`src/hw/rtl/fdrs_pkg.sv`:
```
// shared widths, step and micro-op codes, control word types for the deletion-rank select block
package fdrs_pkg;

   // field widths
   localparam int POS_W  = 10;
   localparam int CELL_W = 11;
   localparam int SUM_W  = 15;   // ten cells of eleven bits at most
   localparam int CMP_W  = 17;   // signed room for position minus count

   localparam int TREE_SIZE = 1024;
   localparam logic [POS_W-1:0] LEN_RESET = 10'd1023;

   // sequencer step addresses
   localparam int STEP_W = 4;
   localparam logic [STEP_W-1:0] S_CLR      = 4'd0;
   localparam logic [STEP_W-1:0] S_IDLE     = 4'd1;
   localparam logic [STEP_W-1:0] S_DISP     = 4'd2;
   localparam logic [STEP_W-1:0] S_DEL_INIT = 4'd3;
   localparam logic [STEP_W-1:0] S_DEL_TEST = 4'd4;
   localparam logic [STEP_W-1:0] S_DEL_WR   = 4'd5;
   localparam logic [STEP_W-1:0] S_DEL_FIN  = 4'd6;
   localparam logic [STEP_W-1:0] S_SEL_INIT = 4'd7;
   localparam logic [STEP_W-1:0] S_SEL_TEST = 4'd8;
   localparam logic [STEP_W-1:0] S_Q_TEST   = 4'd9;
   localparam logic [STEP_W-1:0] S_Q_ACC    = 4'd10;
   localparam logic [STEP_W-1:0] S_SEL_CMP  = 4'd11;
   localparam logic [STEP_W-1:0] S_SEL_FIN  = 4'd12;
   localparam logic [STEP_W-1:0] S_OUT      = 4'd13;
   localparam logic [STEP_W-1:0] S_BACK     = 4'd14;

   // datapath micro-ops
   localparam int OP_W = 4;
   localparam logic [OP_W-1:0] OP_NONE      = 4'd0;
   localparam logic [OP_W-1:0] OP_CLEAR     = 4'd1;
   localparam logic [OP_W-1:0] OP_LATCH     = 4'd2;
   localparam logic [OP_W-1:0] OP_DEL_INIT  = 4'd3;
   localparam logic [OP_W-1:0] OP_DEL_WRITE = 4'd4;
   localparam logic [OP_W-1:0] OP_SEL_INIT  = 4'd5;
   localparam logic [OP_W-1:0] OP_SEL_MID   = 4'd6;
   localparam logic [OP_W-1:0] OP_Q_ACC     = 4'd7;
   localparam logic [OP_W-1:0] OP_SEL_CMP   = 4'd8;
   localparam logic [OP_W-1:0] OP_FIN_DEL   = 4'd9;
   localparam logic [OP_W-1:0] OP_FIN_SEL   = 4'd10;
   localparam logic [OP_W-1:0] OP_EMIT      = 4'd11;

   // jump conditions
   localparam int COND_W = 4;
   localparam logic [COND_W-1:0] C_NEXT      = 4'd0;
   localparam logic [COND_W-1:0] C_ALWAYS    = 4'd1;
   localparam logic [COND_W-1:0] C_NO_ACCEPT = 4'd2;
   localparam logic [COND_W-1:0] C_CLR_MORE  = 4'd3;
   localparam logic [COND_W-1:0] C_IS_SEL    = 4'd4;
   localparam logic [COND_W-1:0] C_DEL_END   = 4'd5;
   localparam logic [COND_W-1:0] C_LO_GE_HI  = 4'd6;
   localparam logic [COND_W-1:0] C_WALK_ZERO = 4'd7;
   localparam logic [COND_W-1:0] C_RSP_BUSY  = 4'd8;

   // one microcode word
   typedef struct packed {
      logic                take_req;
      logic [OP_W-1:0]     op;
      logic [COND_W-1:0]   cond;
      logic [STEP_W-1:0]   target;
   } ctrl_type;

   // datapath flags seen by the sequencer
   typedef struct packed {
      logic accept;
      logic clr_last;
      logic func_sel;
      logic del_end;
      logic lo_ge_hi;
      logic walk_zero;
      logic rsp_busy;
   } status_type;

endpackage

```
`src/hw/rtl/fdrs_seq.sv`:
```
// microcode sequencer: step counter, control store and conditional jumps
module fdrs_seq (
   input  logic                          clock,
   input  logic                          reset,
   input  fdrs_pkg::status_type          status,
   output fdrs_pkg::ctrl_type            ctrl,
   output logic [fdrs_pkg::STEP_W-1:0]   step
);

   logic [fdrs_pkg::STEP_W-1:0] step_ff;
   logic [fdrs_pkg::STEP_W-1:0] step_in;
   fdrs_pkg::ctrl_type          word;
   logic                        jump;

   // control store
   function automatic fdrs_pkg::ctrl_type rom_word(input logic [fdrs_pkg::STEP_W-1:0] addr);
      fdrs_pkg::ctrl_type w;
      w.take_req = 1'b0;
      w.op       = fdrs_pkg::OP_NONE;
      w.cond     = fdrs_pkg::C_NEXT;
      w.target   = fdrs_pkg::S_IDLE;
      case (addr)
         fdrs_pkg::S_CLR: begin
            w.op = fdrs_pkg::OP_CLEAR; w.cond = fdrs_pkg::C_CLR_MORE;
            w.target = fdrs_pkg::S_CLR;
         end
         fdrs_pkg::S_IDLE: begin
            w.take_req = 1'b1; w.op = fdrs_pkg::OP_LATCH;
            w.cond = fdrs_pkg::C_NO_ACCEPT; w.target = fdrs_pkg::S_IDLE;
         end
         fdrs_pkg::S_DISP: begin
            w.cond = fdrs_pkg::C_IS_SEL; w.target = fdrs_pkg::S_SEL_INIT;
         end
         fdrs_pkg::S_DEL_INIT: begin
            w.op = fdrs_pkg::OP_DEL_INIT;
         end
         fdrs_pkg::S_DEL_TEST: begin
            w.cond = fdrs_pkg::C_DEL_END; w.target = fdrs_pkg::S_DEL_FIN;
         end
         fdrs_pkg::S_DEL_WR: begin
            w.op = fdrs_pkg::OP_DEL_WRITE; w.cond = fdrs_pkg::C_ALWAYS;
            w.target = fdrs_pkg::S_DEL_TEST;
         end
         fdrs_pkg::S_DEL_FIN: begin
            w.op = fdrs_pkg::OP_FIN_DEL; w.cond = fdrs_pkg::C_ALWAYS;
            w.target = fdrs_pkg::S_OUT;
         end
         fdrs_pkg::S_SEL_INIT: begin
            w.op = fdrs_pkg::OP_SEL_INIT;
         end
         fdrs_pkg::S_SEL_TEST: begin
            w.op = fdrs_pkg::OP_SEL_MID; w.cond = fdrs_pkg::C_LO_GE_HI;
            w.target = fdrs_pkg::S_SEL_FIN;
         end
         fdrs_pkg::S_Q_TEST: begin
            w.cond = fdrs_pkg::C_WALK_ZERO; w.target = fdrs_pkg::S_SEL_CMP;
         end
         fdrs_pkg::S_Q_ACC: begin
            w.op = fdrs_pkg::OP_Q_ACC; w.cond = fdrs_pkg::C_ALWAYS;
            w.target = fdrs_pkg::S_Q_TEST;
         end
         fdrs_pkg::S_SEL_CMP: begin
            w.op = fdrs_pkg::OP_SEL_CMP; w.cond = fdrs_pkg::C_ALWAYS;
            w.target = fdrs_pkg::S_SEL_TEST;
         end
         fdrs_pkg::S_SEL_FIN: begin
            w.op = fdrs_pkg::OP_FIN_SEL;
         end
         fdrs_pkg::S_OUT: begin
            w.op = fdrs_pkg::OP_EMIT; w.cond = fdrs_pkg::C_RSP_BUSY;
            w.target = fdrs_pkg::S_OUT;
         end
         fdrs_pkg::S_BACK: begin
            w.cond = fdrs_pkg::C_ALWAYS; w.target = fdrs_pkg::S_IDLE;
         end
         default: begin
            w.cond = fdrs_pkg::C_ALWAYS; w.target = fdrs_pkg::S_IDLE;
         end
      endcase
      return w;
   endfunction

   assign word = rom_word(step_ff);

   // jump condition select
   always_comb begin
      case (word.cond)
         fdrs_pkg::C_NEXT:      jump = 1'b0;
         fdrs_pkg::C_ALWAYS:    jump = 1'b1;
         fdrs_pkg::C_NO_ACCEPT: jump = !status.accept;
         fdrs_pkg::C_CLR_MORE:  jump = !status.clr_last;
         fdrs_pkg::C_IS_SEL:    jump = status.func_sel;
         fdrs_pkg::C_DEL_END:   jump = status.del_end;
         fdrs_pkg::C_LO_GE_HI:  jump = status.lo_ge_hi;
         fdrs_pkg::C_WALK_ZERO: jump = status.walk_zero;
         fdrs_pkg::C_RSP_BUSY:  jump = status.rsp_busy;
         default:               jump = 1'b0;
      endcase
   end

   assign step_in = jump ? word.target : step_ff + fdrs_pkg::STEP_W'(1);

   // step counter
   always_ff @(posedge clock) begin
      if (reset) begin
         step_ff <= fdrs_pkg::S_CLR;
      end else begin
         step_ff <= step_in;
      end
   end

   assign ctrl = word;
   assign step = step_ff;

endmodule

```
`config.mk`:
```
export PLATFORM = sky130hd
export DESIGN_NAME = fdrs_seq
export DESIGN_NICKNAME = d
export VERILOG_FILES = /design/src/hw/rtl/fdrs_pkg.sv /design/src/hw/rtl/fdrs_seq.sv
export SDC_FILE = /design/constraint.sdc
export NUM_CORES = 1
export LEC_CHECK = 0
export BUFFER_PORTS_ARGS = -buffer_cell sky130_fd_sc_hd__buf_2
export CAP_MARGIN = 20
export CORE_MARGIN = 1.5
export CORE_UTILIZATION = 45
export CTS_BUF_LIST = sky130_fd_sc_hd__clkbuf_4
export CTS_CLUSTER_SIZE = 24
export DETAILED_ROUTE_END_ITERATION = 10
export HOLD_SLACK_MARGIN = 0.15
export PLACE_DENSITY_LB_ADDON = 0.2
export SYNTH_ARGS = -nofsm -noshare
export SYNTH_HDL_FRONTEND = slang
export SYNTH_SLANG_ARGS = --single-unit
```
`constraint.sdc`:
```
create_clock -name clock -period 2.1 [get_ports clock]
set_input_delay 0.42 -clock clock [delete_from_list [all_inputs] [get_ports clock]]
set_output_delay 0.42 -clock clock [all_outputs]
set_load 0.01 [all_outputs]
```
## Yosys cells after proc, flatten, opt, wreduce, memory -nomap -nowiden

Cells that the tools add are included.

- $add $sub $neg: 1
- Eq/ne operators: 21
- Multiplexer cells: 5
- Reductions and logical operators: 4

Operator list:

| cell | count |
|---|---|
| one-hot mux 8 bit (12 select lines) | 1 |
| one-hot mux 4 bit (11 select lines) | 1 |
| equality test 4 x 3 -> 1 bit (second input constant) | 8 |
| equality test 4 bit (second input constant) | 7 |
| equality test 4 x 2 -> 1 bit (second input constant) | 4 |
| equality test 4 x 1 -> 1 bit (second input constant) | 2 |
| one-hot mux 1 bit (8 select lines) | 1 |
| adder 4 x 1 -> 4 bit (second input constant) | 1 |
| zero test 4 bit | 1 |
| two-way mux 4 bit | 1 |
| OR reduction 3 bit | 1 |
| zero test 1 bit | 2 |
| two-way mux 1 bit | 1 |

- Flip-flop bits (word level): 4
- Output and inout port bits: 17
- Word-level logic and storage cells: 32

## Depth between registers and ports, before layout

- Depth after elaboration: 6
- Mapped depth: 8

## Worst setup path before layout

OpenSTA, ideal clock, no wires.

- Path kind: reg-to-reg
- From: reg step_ff (netlist bit step[0])
- To: reg step_ff (netlist bit step[0])
- Data arrival time: 2.049 ns
- Data required time: 1.977 ns
- Slack: -0.072 ns
- Cell stages (with the launch flop): 8
- Period minus slack after synthesis: 2.172 ns
- Cell sequence: dfxtp_1 -> ha_1 -> buf_6 -> nor2_2 -> a221o_1 -> a211o_1 -> a32oi_2 -> mux2_1

- Word-level cells in the longest chain between the ends: 6

RTL lines:

| what | RTL line | source |
|---|---|---|
| from (decl) | fdrs_seq.sv:10 | `logic [fdrs_pkg::STEP_W-1:0] step_ff;` |
| from (signal assigned) | fdrs_seq.sv:106 | `step_ff <= fdrs_pkg::S_CLR;` |
| from (signal assigned) | fdrs_seq.sv:108 | `step_ff <= step_in;` |
| equality test 4 bit (tied with other cells) | fdrs_seq.sv:22 | `case (addr)` |
| OR reduction 3 bit (no source line) | n/a |  |
| one-hot mux 8 bit (12 select lines) | fdrs_seq.sv:22 |  |
| equality test 4 bit (tied with other cells) | fdrs_seq.sv:87 | `case (word.cond)` |
| one-hot mux 1 bit (8 select lines) | fdrs_seq.sv:87 |  |
| two-way mux 4 bit * | fdrs_seq.sv:101 | `assign step_in = jump ? word.target : step_ff + fdrs_pkg::STEP_W'(1);` |

Mark *: on every way between the ends. The rest lies on a longest branch, timed or not.
A chain may end at the register's enable or synchronous reset.

## Final worst setup path

- From: reg step_ff (netlist bit step[0])
- To: reg step_ff (netlist bit step[2])

Same word-level chain as after synthesis.

==> run_summary.xml <==
<?xml version="1.0" encoding="UTF-8"?>
<metrics>
  <group name="global_routing">
    <metric name="grt_use_met3" unit="">0.06087</metric>
    <metric name="pin_count_of_the_biggest_net_entering_global_routing" unit="">12</metric>
    <metric name="groute.layer.met1.usage" unit="">0.2778</metric>
    <metric name="global_route.usage.met2" unit="">0.4750</metric>
    <metric name="grt_overflow" unit="">0</metric>
    <metric name="grt_first_pass_wirelength" unit="mm">3.463</metric>
    <metric name="via_count_of_the_first_global_routing_pass" unit="">804</metric>
    <metric name="global_route.peak_usage_layer" unit="">met2</metric>
    <metric name="grt.total_usage" unit="">0.2570</metric>
    <metric name="grt_antenna_before_repair" unit="">0</metric>
  </group>
  <group name="routing">
    <metric name="totalWireLength" unit="mm">2.626</metric>
    <metric name="via_per_inst" unit="">6.013</metric>
    <metric name="routedWlPerCell" unit="µm">17.39</metric>
    <metric name="dr_total_vias" unit="">908</metric>
    <metric name="detail-route-antenna-nets" unit="">0</metric>
    <metric name="detail_route.iter0.violations" unit="">33</metric>
    <metric name="pre_antenna_drt_iters" unit="">5</metric>
    <metric name="drc" unit="">0</metric>
  </group>
  <group name="cells_and_area">
    <metric name="layout.filler_cells" unit="">91</metric>
    <metric name="n_antenna_cell" unit="">0</metric>
    <metric name="final_area" unit="mm²">0.001119</metric>
    <metric name="max_reg_flops" unit="">4</metric>
    <metric name="area_growth" unit="%">67.73</metric>
    <metric name="finish.net_count" unit="">151</metric>
    <metric name="final_layout_size_suffix_gt1_frac" unit="">0.5882</metric>
    <metric name="final_util" unit="">0.8386</metric>
  </group>
  <group name="die">
    <metric name="design.die.area" unit="mm²">0.001722</metric>
    <metric name="core_area" unit="mm²">0.001334</metric>
    <metric name="initial_utilization" unit="">0.5000</metric>
    <metric name="row_count" unit="">13</metric>
    <metric name="die_w" unit="µm">41.50</metric>
    <metric name="die_h" unit="µm">41.50</metric>
    <metric name="design.portCount" unit="">26</metric>
  </group>
  <group name="worst_setup_path">
    <metric name="slowest_stage_cell_on_the_critical_path" unit="">dfxtp_4</metric>
    <metric name="critical_path_arrival" unit="ns">2.29</metric>
    <metric name="setup.reg_to_reg.worst_slack" unit="ns">-0.05</metric>
    <metric name="path_max_fanout" unit="">5</metric>
    <metric name="worstSetupPathType" unit="">flop to flop</metric>
    <metric name="timing.critical_path.to_type" unit="">flop</metric>
    <metric name="timing.reg2reg.worst_path_depth" unit="">9</metric>
    <metric name="crit-reg2reg-launch" unit="">step[0]</metric>
    <metric name="critical_path_required" unit="ns">2.24</metric>
    <metric name="r2r_end" unit="">step[2]</metric>
    <metric name="slowest_stage_delay_cp" unit="ns">0.37</metric>
    <metric name="worst_setup_path_start_kind" unit="">flop</metric>
    <metric name="critical_path.cell_chain" unit="">inv_4 &gt; ha_4 &gt; buf_6 &gt; buf_4 &gt; nor3b_2 &gt; o21ai_2 &gt; a31o_2 &gt; a32oi_4 &gt; mux2_4</metric>
  </group>
  <group name="logic_synthesis">
    <metric name="postSynthRegisterBits" unit="">4</metric>
    <metric name="synth_seq_area_share" unit="">0.1201</metric>
    <metric name="netlist_instances" unit="">98</metric>
    <metric name="post_synth_num_cell_types" unit="">39</metric>
    <metric name="synth.largest_area_cell" unit="">dfxtp_1</metric>
    <metric name="synthDominantCellAreaShare" unit="">0.1201</metric>
    <metric name="netlist_top_cells_area" unit="">dfxtp_1 12%, ha_1 7.5%, nor2_1 7.3%</metric>
    <metric name="synthesis.nets" unit="">111</metric>
    <metric name="yosysWarnings" unit="">0</metric>
    <metric name="post_synthesis_mean_instance_area" unit="µm²">6.805</metric>
    <metric name="syn_area" unit="µm²">666.9</metric>
  </group>
  <group name="timing">
    <metric name="post-route-min-period" unit="ns">2.153</metric>
    <metric name="finalCritPeriodShare" unit="">1.025</metric>
    <metric name="worst_clock_skew" unit="ns">0.005048</metric>
    <metric name="setup_viol" unit="">6</metric>
    <metric name="timing.final.max_slew_violations" unit="">0</metric>
    <metric name="grt_setup_unrepaired" unit="">true</metric>
    <metric name="final_count_of_hold_timing_violations" unit="">0</metric>
    <metric name="final_worst_setup_slack" unit="ns">-0.05261</metric>
    <metric name="holdWs" unit="ns">0.5857</metric>
    <metric name="max_freq" unit="MHz">464.6</metric>
    <metric name="max-slew-margin-rel" unit="">0.8003</metric>
    <metric name="timing_worst_slew_pin_value" unit="ns">0.2967</metric>
  </group>
  <group name="power_and_ir_drop">
    <metric name="p_clk_frac" unit="">0.055</metric>
    <metric name="share_seq_of_total_power" unit="">0.081</metric>
    <metric name="static-leakage-power" unit="nW">0.5345</metric>
    <metric name="cellPowerDensity" unit="mW/mm²">1803</metric>
    <metric name="ir_drop" unit="µV">915.3</metric>
    <metric name="p_comb_frac" unit="">0.864</metric>
    <metric name="power.share.switching" unit="">0.4721</metric>
    <metric name="switching_power" unit="W">0.0009520</metric>
    <metric name="power.internal" unit="W">0.001065</metric>
  </group>
  <group name="clock_tree">
    <metric name="tritoncts.num_buffers" unit="">3</metric>
    <metric name="ctsRootBufferMaster" unit="">clkbuf_4</metric>
    <metric name="cts_h_tree_depth" unit="">1</metric>
    <metric name="clockBufferDepth" unit="">2</metric>
    <metric name="clock-sinks" unit="">4</metric>
    <metric name="clk_latency" unit="ns">0.26</metric>
    <metric name="cts_tree" unit="">done</metric>
    <metric name="cts.clk_slew.worst_paths" unit="ns">0.05</metric>
  </group>
  <group name="run">
    <metric name="max_cap_violations" unit="">0</metric>
  </group>
  <group name="min_path">
    <metric name="worst_hold_path_type" unit="">primary input to flop</metric>
    <metric name="timing.hold.worst_endpoint" unit="">step[1]</metric>
    <metric name="timing.hold.worst_path_depth" unit="">3</metric>
    <metric name="worstHoldStart" unit="">reset</metric>
  </group>
  <group name="outcome">
    <metric name="failing_checks" unit="">negative setup slack</metric>
    <metric name="run_status" unit="">complete, but fails checks</metric>
  </group>
  <group name="placed_design">
    <metric name="dp_hpwl" unit="mm">1.411</metric>
    <metric name="gp_routability_congestion" unit="">0.8551</metric>
    <metric name="post_dp_cell_area" unit="µm²">872.1</metric>
    <metric name="place.port_buffers" unit="">25</metric>
  </group>
</metrics>
==> power groups by stage <==
stage	clock network [W]	registers [W]	logic, W
global route	0.000112	0.000167	0.00185
detailed placement	0	0.000133	0.00118
floorplan	0	0.000151	0.000750
finish	0.000111	0.000162	0.00174
global placement	0	0.000131	0.00116
CTS	0.000115	0.000146	0.00144
==> worst max-delay path, delay by kind of cell, from the launching register on <==
kind	cells	cell delay, ns
AOI/OAI and AO/OA	3	0.64
adders and majority gates	1	0.17
buffers and inverters	3	0.32
DFF	1	0.37
muxes	1	0.33
and+or+nand+nor	1	0.19
==> what timing repair did <==
item / in CTS / in global routing
endpoints found under the setup margin: 9 / 12
pin swaps: 4 / 6
setup buffers: 3 / 2
gates resized for setup: 26 / 26
hold buffers: 0 / 0
==> through the flow <==
step | power (W) | std cells | setup TNS [ns] | setup WS [ns]
floorplan | 0.0009009 | 98 | 0 | 0.006416
global placement | 0.001292 | 144 | 0 | 0.03126
detailed placement | 0.001316 | 144 | -0.09605 | -0.03627
CTS | 0.001698 | 150 | -0.1358 | -0.04611
global route | 0.002134 | 151 | -0.4992 | -0.1090
finish | 0.002016 | 151 | -0.2300 | -0.05261
==> synth_stat cells, drive strengths merged <==
library cell / n
or4b: 1
a221o: 1
nor4: 2
a31o: 1
nor3: 5
o22ai: 2
buf: 6
a221oi: 1
a22o: 1
a21o: 1
and2: 2
inv: 8
a22oi: 1
mux2i: 1
a211o: 1
dfxtp: 4
a31oi: 2
a32oi: 1
a21oi: 3
nand3b: 1
xor2: 1
o221ai: 1
nor3b: 1
nand2: 6
nor2b: 3
clkbuf: 1
xnor2: 1
o21ai: 7
o21ba: 1
and3b: 1
nand2b: 4
nor2: 14
mux2: 4
nand3: 4
ha: 4
==> cell usage in the layout (no fill, tap or decap), types with 3 or more instances in the layout <==
master,instances
buf_2,24
nor2_1,11
buf_6,9
buf_4,9
nand2_1,5
inv_1,4
nand2b_1,4
ha_4,4
inv_4,3
nor3_1,3
nor2_2,3
nand3_1,3
o21ai_0,3
a21oi_1,3
mux2_4,3
clkbuf_4,3
==> worst max-delay path by stage <==
stage | slack [ns] | cells past startpoint | start | end
after floorplan | 0.006 | 8 | step[1] | step[0]
after global placement | 0.03 | 7 | step[0] | step[0]
after detailed placement | -0.04 | 8 | step[0] | step[2]
after CTS | -0.05 | 7 | step[1] | ctrl[0]
after global routing | -0.11 | 10 | step[0] | step[1]
final | -0.05 | 9 | step[0] | step[2]
==> cell families (layout without fill, tap and decap cells) <==
family | Yosys count | in the layout | synth area share
xor gates and xnor gates | 2 | 2 | 0.02627
AOI/OAI and AO/OA | 24 | 24 | 0.2552
muxes | 5 | 5 | 0.08255
adders and majority gates | 4 | 4 | 0.07505
and+or+nand+nor | 44 | 44 | 0.3377
DFF | 4 | 4 | 0.1201
buffers and inverters | 15 | 53 | 0.1032
==> routing by layer <==
metal,share of wire,wire length (µm),vias to the layer above
met1,0.38,995,419
met2,0.53,1395,51
met3,0.055,145,14
li1,-,-,424
met4,0.035,91,0
met5,0,0,-
==> area by class of cell <==
cell class                      count  area [µm²]  share of cell area
Inverter                            8       37.54             0.03356
Tap cell                           15       18.77             0.01678
Timing Repair Buffer               42       289.0              0.2584
Sequential cell                     4       90.09             0.08054
Clock buffer                        3       22.52             0.02013
Multi-Input combinational cell     79       660.6              0.5906
No activity file was read; power rests on OpenSTA's default activity.
